[src/rtl/api_frame_receive_parser_core_defines.svh]
// Assertion macros shared by the frame receive parser RTL.
`ifndef API_FRAME_RECEIVE_PARSER_CORE_DEFINES_SVH
`define API_FRAME_RECEIVE_PARSER_CORE_DEFINES_SVH

// Same-cycle implication, checked outside reset.
`define AFRP_ASSERT_IMPL(label, clk, rst_n, ante, cons, msg) \
    label: assert property (@(posedge clk) disable iff (!(rst_n)) (ante) |-> (cons)) \
        else $error(msg);

// Next-cycle implication, checked outside reset.
`define AFRP_ASSERT_NEXT(label, clk, rst_n, ante, cons, msg) \
    label: assert property (@(posedge clk) disable iff (!(rst_n)) (ante) |=> (cons)) \
        else $error(msg);

`endif

[src/rtl/afrp_pkg.sv]
// Types and constants of the frame receive parser.
`default_nettype none

package afrp_pkg;

    typedef enum logic [2:0] {
        PH_HUNT   = 3'd0,
        PH_LEN_HI = 3'd1,
        PH_LEN_LO = 3'd2,
        PH_DATA   = 3'd3,
        PH_CSUM   = 3'd4
    } t_phase;

    typedef enum logic [1:0] {
        KIND_OTHER     = 2'd0,
        KIND_TX_STATUS = 2'd1,
        KIND_RX_PACKET = 2'd2
    } t_kind;

    typedef enum logic {
        OP_RX_BYTE = 1'b0,
        OP_READ    = 1'b1
    } t_op;

    localparam logic [7:0]  START_BYTE     = 8'h7E;
    localparam logic [7:0]  TYPE_TX_STATUS = 8'h8B;
    localparam logic [7:0]  TYPE_RX_PACKET = 8'h90;
    localparam logic [7:0]  CSUM_BASE      = 8'hFF;
    localparam logic [7:0]  PLEN_MAX       = 8'hFF;
    localparam logic [15:0] TX_HDR_LEN     = 16'd7;
    localparam logic [15:0] RX_HDR_LEN     = 16'd12;

    // Fixed header positions inside the frame data
    localparam logic [15:0] POS_TYPE      = 16'd0;
    localparam logic [15:0] POS_FRAME_ID  = 16'd1;
    localparam logic [15:0] POS_DELIVERY  = 16'd5;
    localparam logic [15:0] POS_DISCOVERY = 16'd6;
    localparam logic [15:0] POS_SRC_FIRST = 16'd1;
    localparam logic [15:0] POS_OPTIONS   = 16'd11;

endpackage

`default_nettype wire

[src/rtl/afrp_ram.sv]
// Generic single-port-write, single-port-read RAM with registered read data.
`default_nettype none

module afrp_ram #(
    parameter int WIDTH = 8,
    parameter int DEPTH = 256
) (
    input  wire logic                     i_clk,
    input  wire logic                     i_wr_en,
    input  wire logic [$clog2(DEPTH)-1:0] i_wr_addr,
    input  wire logic [WIDTH-1:0]         i_wr_data,
    input  wire logic                     i_rd_en,
    input  wire logic [$clog2(DEPTH)-1:0] i_rd_addr,
    output logic      [WIDTH-1:0]         o_rd_data
);

    logic [WIDTH-1:0] r_mem [DEPTH];
    logic [WIDTH-1:0] r_rd_data;

    always_ff @(posedge i_clk) begin
        if (i_wr_en) begin
            r_mem[i_wr_addr] <= i_wr_data;
        end
        // hold read data until the next read
        if (i_rd_en) begin
            r_rd_data <= r_mem[i_rd_addr];
        end
    end

    assign o_rd_data = r_rd_data;

endmodule

`default_nettype wire

[src/rtl/api_frame_receive_parser_core.sv]
// Top level of the start/length/checksum API frame receive parser.
//
// Input channel (i_s_*): one item per received serial byte (tuser = 0) or per
// read of a stored frame byte (tuser = 1). tdata carries the serial byte in
// [7:0] and the read position in [15:8].
// Output channel (o_m_*): exactly one result item per input item, in order.
// tlast flags a byte that closed a frame with a good checksum, tuser gives
// the frame kind, tdata the decoded header fields and the read byte.
// Timing: the result of an item is offered in the cycle after it is accepted.
// Throughput: one item per cycle while the output register is not stalled; the parser
// step, the frame buffer write and the header decode all sit between the input
// handshake and the output register, and the buffer read is registered beside it.
// Stall: the output register holds its item while i_m_tready is low, and
// o_s_tready drops only while that register is full and not being taken.
// Reset (i_rst_n low, synchronous): the parser returns to hunting for the
// start byte and the output register empties. The frame buffer is not
// cleared; reading a position not written since power-up gives undefined data.
// Header bytes are captured into registers as they arrive, so a completed
// frame decodes without touching the buffer.
`default_nettype none

`include "api_frame_receive_parser_core_defines.svh"

module api_frame_receive_parser_core #(
    parameter int MAX_FRAME = 256
) (
    input  wire logic         i_clk,
    input  wire logic         i_rst_n,
    // input item
    input  wire logic         i_s_tvalid,
    output logic              o_s_tready,
    input  wire logic [15:0]  i_s_tdata,   // rx_byte[7:0], read_index[15:8]
    input  wire logic         i_s_tuser,   // op
    // result item
    output logic              o_m_tvalid,
    input  wire logic         i_m_tready,
    // frame_type[7:0], status_frame_id[15:8], delivery_code[23:16],
    // discovery_code[31:24], source_address[95:32], receive_options[103:96],
    // payload_length[111:104], read_byte[119:112]
    output logic      [119:0] o_m_tdata,
    output logic      [1:0]   o_m_tuser,   // frame_kind
    output logic              o_m_tlast    // frame_done
);

    import afrp_pkg::*;

    localparam int AW = $clog2(MAX_FRAME);
    localparam int IW = (AW > 8) ? AW : 8;
    localparam logic [16:0] MAX_FRAME_W = 17'(MAX_FRAME);

    // ---------------------------------------------------------------
    // Input handshake and field split
    // ---------------------------------------------------------------
    logic       w_in_acc;
    logic       w_rx_acc;
    logic       w_rd_acc;
    logic [7:0] w_rx_byte;
    logic [7:0] w_rd_index;
    t_op        w_op;

    assign w_op       = t_op'(i_s_tuser);
    assign w_rx_byte  = i_s_tdata[7:0];
    assign w_rd_index = i_s_tdata[15:8];
    assign w_in_acc   = i_s_tvalid && o_s_tready;
    assign w_rx_acc   = w_in_acc && (w_op == OP_RX_BYTE);
    assign w_rd_acc   = w_in_acc && (w_op == OP_READ);

    // ---------------------------------------------------------------
    // Parser state
    // ---------------------------------------------------------------
    t_phase      r_phase,    n_phase;
    logic [15:0] r_exp_len,  n_exp_len;
    logic [15:0] r_byte_pos, n_byte_pos;
    logic [7:0]  r_sum,      n_sum;

    // Header bytes captured as they are written to the buffer
    logic [7:0] r_hdr_type;
    logic [7:0] r_hdr_src [8];   // frame bytes 1..8, byte 1 first
    logic [7:0] r_hdr_opt;

    logic [15:0] w_len_full;
    logic [15:0] w_pos_inc;
    logic        w_pos_in_range;

    assign w_len_full     = {r_exp_len[15:8], w_rx_byte};
    assign w_pos_inc      = r_byte_pos + 16'd1;
    assign w_pos_in_range = {1'b0, r_byte_pos} < MAX_FRAME_W;

    // next state
    always_comb begin
        n_phase    = r_phase;
        n_exp_len  = r_exp_len;
        n_byte_pos = r_byte_pos;
        n_sum      = r_sum;
        if (w_rx_acc) begin
            case (r_phase)
                PH_LEN_HI: begin
                    n_exp_len = {w_rx_byte, 8'h00};
                    n_phase   = PH_LEN_LO;
                end
                PH_LEN_LO: begin
                    n_exp_len = w_len_full;
                    // drop empty or oversized frames back to hunting
                    if ((w_len_full == 16'd0) || ({1'b0, w_len_full} > MAX_FRAME_W)) begin
                        n_phase = PH_HUNT;
                    end else begin
                        n_byte_pos = 16'd0;
                        n_sum      = 8'd0;
                        n_phase    = PH_DATA;
                    end
                end
                PH_DATA: begin
                    n_byte_pos = w_pos_inc;
                    n_sum      = r_sum + w_rx_byte;
                    if (w_pos_inc >= r_exp_len) begin
                        n_phase = PH_CSUM;
                    end
                end
                PH_CSUM: begin
                    n_phase = PH_HUNT;
                end
                default: begin
                    if (w_rx_byte == START_BYTE) begin
                        n_phase    = PH_LEN_HI;
                        n_exp_len  = 16'd0;
                        n_byte_pos = 16'd0;
                        n_sum      = 8'd0;
                    end else begin
                        n_phase = PH_HUNT;
                    end
                end
            endcase
        end
    end

    always_ff @(posedge i_clk) begin
        if (!i_rst_n) begin
            r_phase    <= PH_HUNT;
            r_exp_len  <= 16'd0;
            r_byte_pos <= 16'd0;
            r_sum      <= 8'd0;
        end else begin
            r_phase    <= n_phase;
            r_exp_len  <= n_exp_len;
            r_byte_pos <= n_byte_pos;
            r_sum      <= n_sum;
        end
    end

    logic w_data_wr;
    assign w_data_wr = w_rx_acc && (r_phase == PH_DATA);

    always_ff @(posedge i_clk) begin
        if (w_data_wr && (r_byte_pos == POS_TYPE)) begin
            r_hdr_type <= w_rx_byte;
        end
        if (w_data_wr && (r_byte_pos == POS_OPTIONS)) begin
            r_hdr_opt <= w_rx_byte;
        end
    end

    for (genvar k = 0; k < 8; k++) begin : g_src
        always_ff @(posedge i_clk) begin
            if (w_data_wr && (r_byte_pos == (POS_SRC_FIRST + 16'(k)))) begin
                r_hdr_src[k] <= w_rx_byte;
            end
        end
    end

    // ---------------------------------------------------------------
    // Frame buffer
    // ---------------------------------------------------------------
    logic [IW-1:0] w_rd_index_ext;
    logic [7:0]    w_ram_q;

    assign w_rd_index_ext = IW'(w_rd_index);

    afrp_ram #(
        .WIDTH (8),
        .DEPTH (MAX_FRAME)
    ) u_frame_ram (
        .i_clk     (i_clk),
        .i_wr_en   (w_data_wr && w_pos_in_range),
        .i_wr_addr (r_byte_pos[AW-1:0]),
        .i_wr_data (w_rx_byte),
        .i_rd_en   (w_rd_acc),
        .i_rd_addr (w_rd_index_ext[AW-1:0]),
        .o_rd_data (w_ram_q)
    );

    // ---------------------------------------------------------------
    // Result decode
    // ---------------------------------------------------------------
    logic        w_done;
    t_kind       w_kind;
    logic [7:0]  w_type;
    logic [7:0]  w_fid;
    logic [7:0]  w_dlv;
    logic [7:0]  w_dsc;
    logic [63:0] w_src;
    logic [7:0]  w_opt;
    logic [7:0]  w_plen;
    logic [15:0] w_plen_full;
    logic        w_csum_ok;
    logic        w_rd_ok;

    assign w_plen_full = r_exp_len - RX_HDR_LEN;
    assign w_csum_ok   = (w_rx_byte == (CSUM_BASE - r_sum)) && (r_exp_len != 16'd0);
    assign w_rd_ok     = {9'd0, w_rd_index} < MAX_FRAME_W;

    always_comb begin
        w_done = 1'b0;
        w_kind = KIND_OTHER;
        w_type = 8'd0;
        w_fid  = 8'd0;
        w_dlv  = 8'd0;
        w_dsc  = 8'd0;
        w_src  = 64'd0;
        w_opt  = 8'd0;
        w_plen = 8'd0;
        if (w_op == OP_RX_BYTE && r_phase == PH_CSUM && w_csum_ok) begin
            w_done = 1'b1;
            w_type = r_hdr_type;
            if (r_hdr_type == TYPE_TX_STATUS && r_exp_len >= TX_HDR_LEN) begin
                w_kind = KIND_TX_STATUS;
                w_fid  = r_hdr_src[POS_FRAME_ID[2:0] - 3'd1];
                w_dlv  = r_hdr_src[POS_DELIVERY[2:0] - 3'd1];
                w_dsc  = r_hdr_src[POS_DISCOVERY[2:0] - 3'd1];
            end else if (r_hdr_type == TYPE_RX_PACKET && r_exp_len >= RX_HDR_LEN) begin
                w_kind = KIND_RX_PACKET;
                w_src  = {r_hdr_src[0], r_hdr_src[1], r_hdr_src[2], r_hdr_src[3],
                          r_hdr_src[4], r_hdr_src[5], r_hdr_src[6], r_hdr_src[7]};
                w_opt  = r_hdr_opt;
                // saturate for buffers longer than a byte-sized payload
                w_plen = (w_plen_full[15:8] != 8'd0) ? PLEN_MAX : w_plen_full[7:0];
            end
        end
    end

    // ---------------------------------------------------------------
    // Output register
    // ---------------------------------------------------------------
    logic        r_out_valid, n_out_valid;
    logic        r_done;
    t_kind       r_kind;
    logic [7:0]  r_type;
    logic [7:0]  r_fid;
    logic [7:0]  r_dlv;
    logic [7:0]  r_dsc;
    logic [63:0] r_src;
    logic [7:0]  r_opt;
    logic [7:0]  r_plen;
    logic        r_is_read;
    logic        r_rd_ok;

    assign o_s_tready  = !r_out_valid || i_m_tready;
    assign n_out_valid = w_in_acc || (r_out_valid && !i_m_tready);

    always_ff @(posedge i_clk) begin
        if (!i_rst_n) begin
            r_out_valid <= 1'b0;
        end else begin
            r_out_valid <= n_out_valid;
        end
    end

    always_ff @(posedge i_clk) begin
        if (w_in_acc) begin
            r_done    <= w_done;
            r_kind    <= w_kind;
            r_type    <= w_type;
            r_fid     <= w_fid;
            r_dlv     <= w_dlv;
            r_dsc     <= w_dsc;
            r_src     <= w_src;
            r_opt     <= w_opt;
            r_plen    <= w_plen;
            r_is_read <= (w_op == OP_READ);
            r_rd_ok   <= w_rd_ok;
        end
    end

    // RAM data holds until the next read, which cannot be accepted before
    // this item leaves the output register
    logic [7:0] w_read_byte;
    assign w_read_byte = (r_is_read && r_rd_ok) ? w_ram_q : 8'd0;

    assign o_m_tvalid = r_out_valid;
    assign o_m_tlast  = r_done;
    assign o_m_tuser  = r_kind;
    assign o_m_tdata  = {w_read_byte, r_plen, r_opt, r_src, r_dsc, r_dlv, r_fid, r_type};

    // ---------------------------------------------------------------
    // Assertions
    // ---------------------------------------------------------------
    `AFRP_ASSERT_IMPL(a_read_no_frame, i_clk, i_rst_n,
        r_out_valid && r_is_read, !r_done && (r_kind == KIND_OTHER),
        "read item reports a frame")

    `AFRP_ASSERT_IMPL(a_kind_needs_done, i_clk, i_rst_n,
        r_out_valid && (r_kind != KIND_OTHER), r_done,
        "frame kind without a completed frame")

    `AFRP_ASSERT_IMPL(a_data_pos_bound, i_clk, i_rst_n,
        r_phase == PH_DATA, (r_byte_pos < r_exp_len) && ({1'b0, r_exp_len} <= MAX_FRAME_W),
        "data position past frame length")

    `AFRP_ASSERT_IMPL(a_csum_len, i_clk, i_rst_n,
        r_phase == PH_CSUM, (r_exp_len != 16'd0) && (r_byte_pos == r_exp_len),
        "checksum phase with inconsistent length")

    `AFRP_ASSERT_NEXT(a_read_keeps_state, i_clk, i_rst_n,
        w_rd_acc, $stable(r_phase) && $stable(r_byte_pos) && $stable(r_sum),
        "read item changed parser state")

endmodule

`default_nettype wire
[config.mk]
export PLATFORM = sky130hd
export DESIGN_NAME = api_frame_receive_parser_core
export DESIGN_NICKNAME = d
export VERILOG_FILES = /design/src/rtl/afrp_pkg.sv /design/src/rtl/afrp_ram.sv /design/src/rtl/api_frame_receive_parser_core.sv
export VERILOG_INCLUDE_DIRS = /design/src /design/src/rtl
export SDC_FILE = /design/constraint.sdc
export NUM_CORES = 2
export LEC_CHECK = 0
export BUFFER_PORTS_ARGS = -buffer_cell sky130_fd_sc_hd__buf_2
export CAP_MARGIN = 10
export CORE_MARGIN = 3
export CORE_UTILIZATION = 30
export CTS_BUF_LIST = sky130_fd_sc_hd__clkbuf_8 sky130_fd_sc_hd__clkbuf_16
export CTS_CLUSTER_DIAMETER = 100
export CTS_CLUSTER_SIZE = 25
export DETAILED_ROUTE_END_ITERATION = 16
export REMOVE_ABC_BUFFERS = 1
export SYNTH_ARGS = -nofsm -noshare
export SYNTH_HDL_FRONTEND = slang
export SYNTH_SLANG_ARGS = --single-unit
[constraint.sdc]
create_clock -name i_clk -period 7.1 [get_ports i_clk]
set_input_delay 1.065 -clock i_clk [delete_from_list [all_inputs] [get_ports i_clk]]
set_output_delay 1.065 -clock i_clk [all_outputs]
set_load 0.01 [all_outputs]
==> impl_metrics.json <==
{
  "syn_inst": 4333,
  "synth_edf_count": 2252,
  "drv_slew": 0,
  "yosysSeqAreaShare": 0.771,
  "cp_slowest_cell": "nand3_2",
  "postCtsHoldBufs": 0,
  "yosys.area_share.adder": 0.00445,
  "dr.max_layer_used": "met5",
  "pwr-share-comb": 0.053,
  "wl_met1_mm": 92.4,
  "max_stage_delay_ns": 1.00,
  "finalCritPeriodShare": 0.692,
  "rsz0062_at_grt": "no",
  "fin_crit_ns": 4.91,
  "setup_violations": 0,
  "synth_area_leaders": "edfxtp_1 76%, mux4_2 12%, nor2_1 1.4%",
  "maxCapViolations": 0,
  "yosys.area_share.simple": 0.0369,
  "synth_top_family_by_area": "multiplexers",
  "drt_iter0_markers": 4833,
  "finClkSkew_ns": 0.0459,
  "die_height_um": 550,
  "start_util": 0.302,
  "num_rows": 199,
  "layout-drive-gt1-share": 0.200,
  "clk_latency_ns": 0.79,
  "yosys-mux-area-fraction": 0.132,
  "dr_wl_met3_mm": 14.9,
  "dp_hpwl_mm": 138,
  "cts_root_buffer": "clkbuf_16",
  "required_ns": 7.79,
  "cp.arrival_ns": 5.60,
  "ios": 146,
  "power.clock.fraction": 0.296,
  "power.density_mw_per_mm2": 236,
  "synth-seq-cells": 2296,
  "synthesis.area_mm2": 0.0889,
  "yosys.area.top_type": "edfxtp_1",
  "wl_met2_mm": 111,
  "synthArstFlopShare": 0,
  "worstHoldPathType": "reg -> reg",
  "dieWidth_um": 550,
  "grt_pass1_vias": 43700,
  "cts_resized": 0,
  "post_cts_buffers": 0,
  "die_area_mm2": 0.303,
  "cp_max_fo": 22,
  "hold_viol_final": 0,
  "synthXorXnorAreaFrac": 0.00217,
  "syn_avg_cell_area_um2": 20.5,
  "worstMarginPinSlew_ns": 1.27,
  "numPortBuffers": 145,
  "switching_share": 0.213,
  "vias": 43100,
  "wire_per_inst_um": 26.8,
  "core-area_mm2": 0.294,
  "area_delta_synth_final_pct": 9.18,
  "antenna_found_initial": 14,
  "numCtsBuffers": 103,
  "p_switching_w": 0.00487,
  "clkTransAtPathRegs_ns": 0.11,
  "clockBufferDepth": 3,
  "grt_pass1_wl_mm": 323,
  "synth_cell_types": 75,
  "cts_num_sinks": 2296,
  "first_pass_iters": 6,
  "grt_max_degree": 160,
  "yosysWarnings": 0,
  "ir_drop_mv": 0.199,
  "pwr-share-seq": 0.651,
  "cts_tree": "yes",
  "power.leakage_nw": 29.3,
  "fin_nets": 4498,
  "ys.flop_type": "edfxtp_1",
  "htree_num_levels": 3,
  "via_per_inst": 5.13,
  "slew_headroom": 0.155,
  "synth_compound_area_frac": 0.0365,
  "place_congestion": 0.834,
  "startpoint_type": "register",
  "fmax_ghz": 0.204,
  "overflow": 0,
  "path_class": "reg -> reg",
  "fin_hold_ws_ns": 0.469,
  "gr-usage-all-layers": 0.146,
  "ant_nets": 0,
  "drc_errors": 0,
  "finalSetupTns_ns": 0,
  "internal_power_w": 0.0180,
  "path_cells": "ha_1 > nand3_2 > nor4_1 > nand3_1 > xnor2_1 > ha_1 > nand4_1 > a211oi_1 > a221o_1 > a311oi_1 > nor2_1 > a311oi_1",
  "status": "complete, no violations",
  "synth_top_area_frac": 0.761,
  "crit_path_end_kind": "register",
  "wl_mm": 225
}
## sequential cells by signal, indices dropped and copies added (netlist names)
name and flops:
u_frame_ram.r_mem 2048, o_m_tdata 64, r_hdr_src 64, r_byte_pos 16
r_exp_len 16, r_dlv 8, r_dsc 8, r_fid 8
r_hdr_opt 8, r_hdr_type 8, r_opt 8, r_plen 8
r_sum 8, r_type 8, u_frame_ram.o_rd_data 8, r_phase 3
o_m_tuser 2, o_m_tlast 1, o_m_tvalid 1, r_is_read 1
## cell usage in the layout (no fill, tap or decap), types with 15 or more instances in the layout
cell type | netlist | layout
a211oi_1 | 39 | 39
a21oi_1 | 82 | 82
a221oi_1 | 21 | 21
a22o_1 | 24 | 24
a22oi_1 | 127 | 127
and2_1 | 110 | 109
and2_2 | 14 | 15
buf_2 | 50 | 135
buf_4 | 28 | 90
clkbuf_16 | 0 | 107
dfxtp_1 | 44 | 44
edfxtp_1 | 2252 | 2252
ha_1 | 30 | 30
inv_1 | 27 | 36
mux2i_1 | 88 | 88
mux4_2 | 482 | 482
nand2_1 | 99 | 99
nand3_1 | 37 | 36
nor2_1 | 322 | 319
nor3_1 | 21 | 21
o21ai_0 | 33 | 33
o22ai_1 | 71 | 71
## worst paths after layout
kind	from	to	slack, ns	cells past startpoint
setup / recovery	r_byte_pos[0]$_SDFFE_PN0P_	r_phase[1]$_SDFFE_PN0P_	2.19	12
setup reg to reg	r_byte_pos[0]$_SDFFE_PN0P_	r_phase[1]$_SDFFE_PN0P_	2.19	12
hold reg to reg	r_sum[6]$_SDFFE_PN0P_	r_sum[6]$_SDFFE_PN0P_	0.47	2
hold / removal	r_sum[6]$_SDFFE_PN0P_	r_sum[6]$_SDFFE_PN0P_	0.47	2
## cell families (layout without fill, tap and decap cells)
group           after synthesis  in the layout
xor+xnor                     22             22
simple gates                684            684
fa+ha+maj                    31             31
buf+inv                     269            402
flops                      2296           2296
mux                         570            570
other cells                   0              5
compound gates              461            461
## critical path: cells and delay by family (launching register included)
kind	cells	cell delay [ns]
DFF	1	0.50
xor gates and xnor gates	1	0.21
and+or+nand+nor	5	2.36
adders and majority gates	2	0.67
AOI/OAI and AO/OA	4	1.05
## power groups by stage
stage	clock network, W	registers, W	logic, W
6_report	0.00676	0.0149	0.00122
5_1_grt	0.00738	0.0149	0.00129
4_1_cts	0.00690	0.0149	0.00124
3_5_place_dp	0	0.0152	0.00124
3_3_place_gp	0	0.0152	0.00122
2_1_floorplan	0	0.0152	0.000469
## through the flow
| step | worst slack, ns | power, W | cells | instance area [µm²] | utilization |
|---|---|---|---|---|---|
| after global placement | 1.94 | 0.0164 | 8260 | 94200 | 0.320 |
| after detailed placement | 1.95 | 0.0165 | 8260 | 94200 | 0.320 |
| final | 2.19 | 0.0229 | 8390 | 97000 | 0.330 |
| after global routing | 1.79 | 0.0236 | 8388 | 97000 | 0.330 |
| after floorplan | 0.507 | 0.0157 | 4092 | 87500 | - |
| after CTS | 2.20 | 0.0230 | 8385 | 97000 | 0.330 |
## area by class of cell
cell class                 instances  area (µm²)
antenna                            5        12.5
tap                             3919        4900
clock inverter                    18         133
fill                           27700      197000
timing repair buffer             249        1780
sequential                      2296       68500
multi-input combinational       1768       18900
inverter                          28         108
clock buffer                     107        2680
## Yosys cell counts, drive strengths merged (23+ instances only)
master  count
nor3       23
edfxtp   2252
a22o       25
and2      124
mux2i      88
inv        28
a21oi      82
a211oi     39
nand2      99
clkbuf    113
nand3      37
ha         30
o22ai      71
a22oi     127
o21ai      33
dfxtp      44
nor2      322
mux4      482
buf       128
## per-layer routing
| layer | track usage | vias up |
|---|---|---|
| met3 | 0.0207 | 254 |
| met2 | 0.242 | 1560 |
| li1 | - | 17900 |
| met1 | 0.199 | 23300 |
| met5 | 0 | - |
| met4 | 0.0432 | 2 |
Power figures use the tool's default switching activity.
